==> config.mk <==
export PLATFORM = sky130hd
export DESIGN_NAME = hti_hash
export DESIGN_NICKNAME = d
export VERILOG_FILES = /design/src/rtl/hti_pkg.sv /design/src/rtl/hti_hash.sv
export SDC_FILE = /design/constraint.sdc
export NUM_CORES = 1
export LEC_CHECK = 0
export ABC_AREA = 0
export BUFFER_PORTS_ARGS = -buffer_cell sky130_fd_sc_hd__buf_2
export CAP_MARGIN = 10
export CORE_MARGIN = 3
export CORE_UTILIZATION = 52
export CTS_CLUSTER_SIZE = 10
export DETAILED_ROUTE_END_ITERATION = 7
export GPL_TIMING_DRIVEN = 0
export PLACE_DENSITY = 0.85
export SLEW_MARGIN = 20
export SYNTH_ARGS = -nofsm -noshare
export SYNTH_HDL_FRONTEND = slang
export SYNTH_SLANG_ARGS = --single-unit
==> constraint.sdc <==
create_clock -name clk -period 17.1 [get_ports clk]
set_input_delay 3.42 -clock clk [delete_from_list [all_inputs] [get_ports clk]]
set_output_delay 3.42 -clock clk [all_outputs]
set_load 0.1 [all_outputs]
==> src/rtl/hti_pkg.sv <==
// Package: constants, memory entry types and sequencer states for the intersection unit.
`timescale 1ns / 1ps
`default_nettype none
package hti_pkg;
  localparam int STORE_DEPTH   = 4096;
  localparam int IDX_W         = $clog2(STORE_DEPTH);
  localparam int CNT_W         = IDX_W + 1;
  localparam int BUCKET_SLOTS  = 15;
  localparam int SLOT_W        = 4;
  localparam int HASH_BITS     = 22;
  localparam int ELEMENT_WORDS = 8;
  localparam int WORD_W        = 64;
  localparam int WSEL_W        = 3;
  localparam int KEY_W         = ELEMENT_WORDS * WORD_W;
  localparam int SLICE_BITS    = 21;
  localparam int SLICE_COUNT   = 24;
  localparam int SLICE_CNT_W   = 5;
  localparam int TOP_BIT_POS   = 496;
  localparam int NUM_BUCKETS   = 1 << HASH_BITS;
  localparam int ESTORE_DEPTH  = STORE_DEPTH * ELEMENT_WORDS;
  localparam int ESTORE_AW     = IDX_W + WSEL_W;
  localparam int OUT_IDX_W     = 12;

  localparam logic [1:0] CMD_INSERT = 2'd0;
  localparam logic [1:0] CMD_PROBE  = 2'd1;
  localparam logic [1:0] CMD_CLEAR  = 2'd2;

  localparam logic [1:0] ST_OK          = 2'd0;
  localparam logic [1:0] ST_BUCKET_FULL = 2'd1;
  localparam logic [1:0] ST_STORE_FULL  = 2'd2;

  typedef struct packed {
    logic [IDX_W-1:0]  first;
    logic [IDX_W-1:0]  tail;
    logic [SLOT_W-1:0] count;
  } bucket_t;

  typedef struct packed {
    logic [HASH_BITS-1:0] hash;
    logic                 head;
  } meta_t;

  typedef enum logic [8:0] {
    S_IDLE  = 9'b000000001,
    S_HASH  = 9'b000000010,
    S_BRD   = 9'b000000100,
    S_META  = 9'b000001000,
    S_DEC   = 9'b000010000,
    S_WRITE = 9'b000100000,
    S_PCMP  = 9'b001000000,
    S_DONE  = 9'b010000000,
    S_SPARE = 9'b100000000
  } state_t;
endpackage
`default_nettype wire

==> src/rtl/hti_hash.sv <==
// Serial slice hash: one 21-bit slice added per cycle through a shared adder.
`timescale 1ns / 1ps
`default_nettype none
module hti_hash (
  input  wire logic                          clk,
  input  wire logic                          rst,
  input  wire logic                          load,
  input  wire logic [hti_pkg::KEY_W-1:0]     key_in,
  output logic                               done,
  output logic [hti_pkg::HASH_BITS-1:0]      hash
);
  import hti_pkg::*;

  logic [KEY_W-1:0]       sr;
  logic [SLICE_BITS-1:0]  sum;
  logic [SLICE_CNT_W-1:0] cnt;
  logic                   run;
  logic                   top;

  always_ff @(posedge clk) begin
    if (rst) begin
      run  <= 1'b0;
      done <= 1'b0;
    end else begin
      done <= 1'b0;
      if (load) begin
        run <= 1'b1;
      end else if (run && cnt == SLICE_CNT_W'(SLICE_COUNT - 1)) begin
        run  <= 1'b0;
        done <= 1'b1;
      end
    end
  end

  always_ff @(posedge clk) begin
    if (load) begin
      sr  <= key_in;
      sum <= '0;
      cnt <= '0;
      top <= key_in[TOP_BIT_POS];
    end else if (run) begin
      sum <= sum + sr[SLICE_BITS-1:0];
      sr  <= sr >> SLICE_BITS;
      cnt <= cnt + 1'b1;
    end
  end

  assign hash = {top, sum};
endmodule
`default_nettype wire

==> results.cfg <==
[outcome]
outcome = complete, no violations

[cts]
clkSlewWorstSetupHoldPaths_ps = 50
postCtsResizedCells = 0
numClockSinks = 541
root_buffer = clkbuf_16
cts_made_buffers = 61
hold_buffers = 0
worstSkewPairLatency_ps = 610
tritoncts = yes
postCtsSetupBuffers = 0
clock_path_buffers = 3
cts_htree_levels = 2

[worst_setup_path]
r2r_cells = 6
rrSetupSlack_ps = 14120
r2r_end = sr[494]
critPathCaptureType = flip-flop
required_ps = 17370
critPathLaunchType = input pin
cp_max_fo = 114
crit_arrival_ps = 6530
timing.rr.start = run
crit_type = input pin to flip-flop

[logic_synthesis]
synth.distinct_cells = 57
synthFlopType = edfxtp_1
ys_seq_area_share_pct = 68.1
syn_avg_cell_area_um2 = 17.5
synth_edf_count = 513
synth_warnings = 0
synth_seq_cells = 541
async_flop_share_pct = 0
syn_nets = 1879
syn_inst = 1342
syn_area_mm2 = 0.0235

[cells_and_area]
syn2layout_area_growth_pct = 22.7
post-route-util_pct = 64.8
layout.nets = 2484
drive_gt1_share_pct = 58.3

[detailed_routing]
dr.first_iter.drc_count = 1045
ant_nets = 0
num_vias = 14300
drt_wl_total_mm = 61.7
wire_per_inst_um = 23.9
route.detailed.drc = 0
viasPerCell = 5.54
dr.pass1.iters = 5

[sta]
rsz0062_at_grt = false
tightest_slew_ps = 911
period_needed_ps = 6270
relSlewSlack_pct = 39.3
hold_violations = 0
setup_violations = 0
max_freq_mhz = 160
fin_skew_ps = 16.9
fin_crit_sh_pct = 36.6
drv_slew = 0

[power_and_ir_drop]
power_density_mw_per_mm2 = 113
power.leakage_nw = 11.2
p_total_mw = 3.26
ir_drop_uv = 106

[grt]
antenna_found_initial = 37
overflow = 0
grt_pass1_wl_mm = 89.4
grt_max_degree = 115
grt_pass1_vias = 15200
grt_usage_pct = 25.2

[floorplan]
fp.dieArea_mm2 = 0.0477
core_area_mm2 = 0.0444
die_h_um = 218
io_pins = 538
die_w_um = 218
initial_utilization_pct = 52.8
fp-row-count = 77

[placed_design]
dpl.hpwl_mm = 46.5
gp_congestion = 0.897
numPortBuffers = 537

[min_path]
holdPathEnd = sum[10]
hold_path.class = flip-flop to flip-flop
hold_path_depth = 2
holdCritStartpoint = sum[10]

[run]
cap_violations = 0
[worst max-delay path, stage by stage]
cell and delay (ps):
buf_2 150, clkbuf_1 700, nor2_1 120, clkbuf_1 370
inv_8 330, buf_16 450, buf_16 460, buf_16 350
[Yosys cell counts (2+ instances only)]
cell type    n  share of area [%]
edfxtp_1   513                 66
mux2_2     491                 24
buf_2       40               0.85
dfxtp_1     28                2.4
clkbuf_1    25               0.40
and2_1      23               0.61
nand2_1     23               0.37
nor2_1      22               0.35
a21oi_1     21               0.45
ha_1        21                1.1
o21ai_0     16               0.34
inv_1        9               0.14
nand4_1      9               0.24
xnor2_1      9               0.34
mux2i_1      8               0.34
xor2_1       7               0.26
nand3_1      6               0.13
a21o_1       5               0.16
buf_1        5              0.080
nor3_1       5               0.11
nand2b_1     4               0.11
nor4_1       3              0.080
o21a_1       3              0.096
o22ai_1      3              0.080
or3_1        3              0.080
a211oi_1     2              0.064
a32o_1       2              0.085
nor2b_1      2              0.053
o211ai_1     2              0.064
o21ai_1      2              0.043
o221ai_1     2              0.075
o31ai_1      2              0.064
or3b_2       2              0.075
[power by group]
part           switching, mW  total [mW]  internal [mW]
registers             0.0472        1.67           1.62
logic                  0.238       0.433          0.194
clock network          0.492        1.15          0.662
total                  0.777        3.26           2.48
[cell usage in the layout (no fill, tap or decap), types with 8 or more instances in the layout]
master and n:
o21ai_0 16, nand4_1 9, nor2_1 22, dfxtp_1 28
mux2_2 491, buf_2 577, inv_1 8, diode_2 18
clkbuf_16 63, ha_1 21, and2_1 23, clkbuf_1 48
mux2i_1 8, xnor2_1 9, nand2_1 23, a21oi_1 21
edfxtp_1 513
[how the worst max path moves through the flow]
| stage | cells after the start | slack, ps | end | startpoint |
|---|---|---|---|---|
| after floorplan | 4 | 2490 | sr[0] | load |
| after global placement | 5 | -2320 | sr[456] | load |
| after detailed placement | 8 | 10180 | sr[471] | load |
| after CTS | 8 | 10830 | sr[406] | load |
| after global routing | 8 | 10590 | sr[471] | load |
| final | 8 | 10830 | sr[494] | load |
[layer usage]
layer  track usage [%]  vias to the layer above  part of all wire (%)
li1                  -                     6454                     -
met1              26.9                     7031                    34
met2              46.7                      661                    53
met3              9.33                      130                    10
met4              6.74                       42                   2.2
met5                 0                        -                  0.43
[cell families (layout without fill, tap and decap cells)]
| family | after synthesis | in the layout | synth area share [%] |
|---|---|---|---|
| adder cells (fa/ha/maj) | 22 | 22 | 1.21 |
| XOR/XNOR | 16 | 16 | 0.598 |
| multiplexers | 499 | 499 | 23.9 |
| buffers and inverters | 80 | 714 | 1.51 |
| AO/OA/AOI/OAI | 73 | 73 | 2.14 |
| AND/OR/NAND/NOR | 111 | 111 | 2.56 |
| flip-flops | 541 | 541 | 68.1 |
| other | 0 | 18 | 0 |
[layout make-up]
cell class / instances / area, um^2
diodes: 18 / 45.0
plain buffers: 71 / 320
clock buffers: 86 / 1660
clock inverters: 6 / 35.0
fillers: 3061 / 15600
inverters: 9 / 41.3
multi-input cells: 721 / 7130
flip-flops and latches: 541 / 16000
well taps: 592 / 741
repair buffers: 542 / 2830
[state kept, by name (all words and copies together) (netlist names)]
signal	flops
sr	512
cnt	5
sum	21
top	1
done	1
run	1
[metrics by stage]
step / hold slack (ps) / std cells / setup slack (ps) / area [um^2] / setup TNS, ps
3_5_place_dp: 481 / 2476 / 10180 / 27000 / 0
5_1_grt: 520 / 2577 / 10590 / 28700 / 0
4_1_cts: 490 / 2568 / 10830 / 28700 / 0
6_report: 494 / 2586 / 10830 / 28800 / 0
3_3_place_gp: 473 / 2471 / -2320 / 26900 / -1161570
2_1_floorplan: 479 / 1342 / 2490 / 23500 / 0
(Power assumes the default switching activity.)
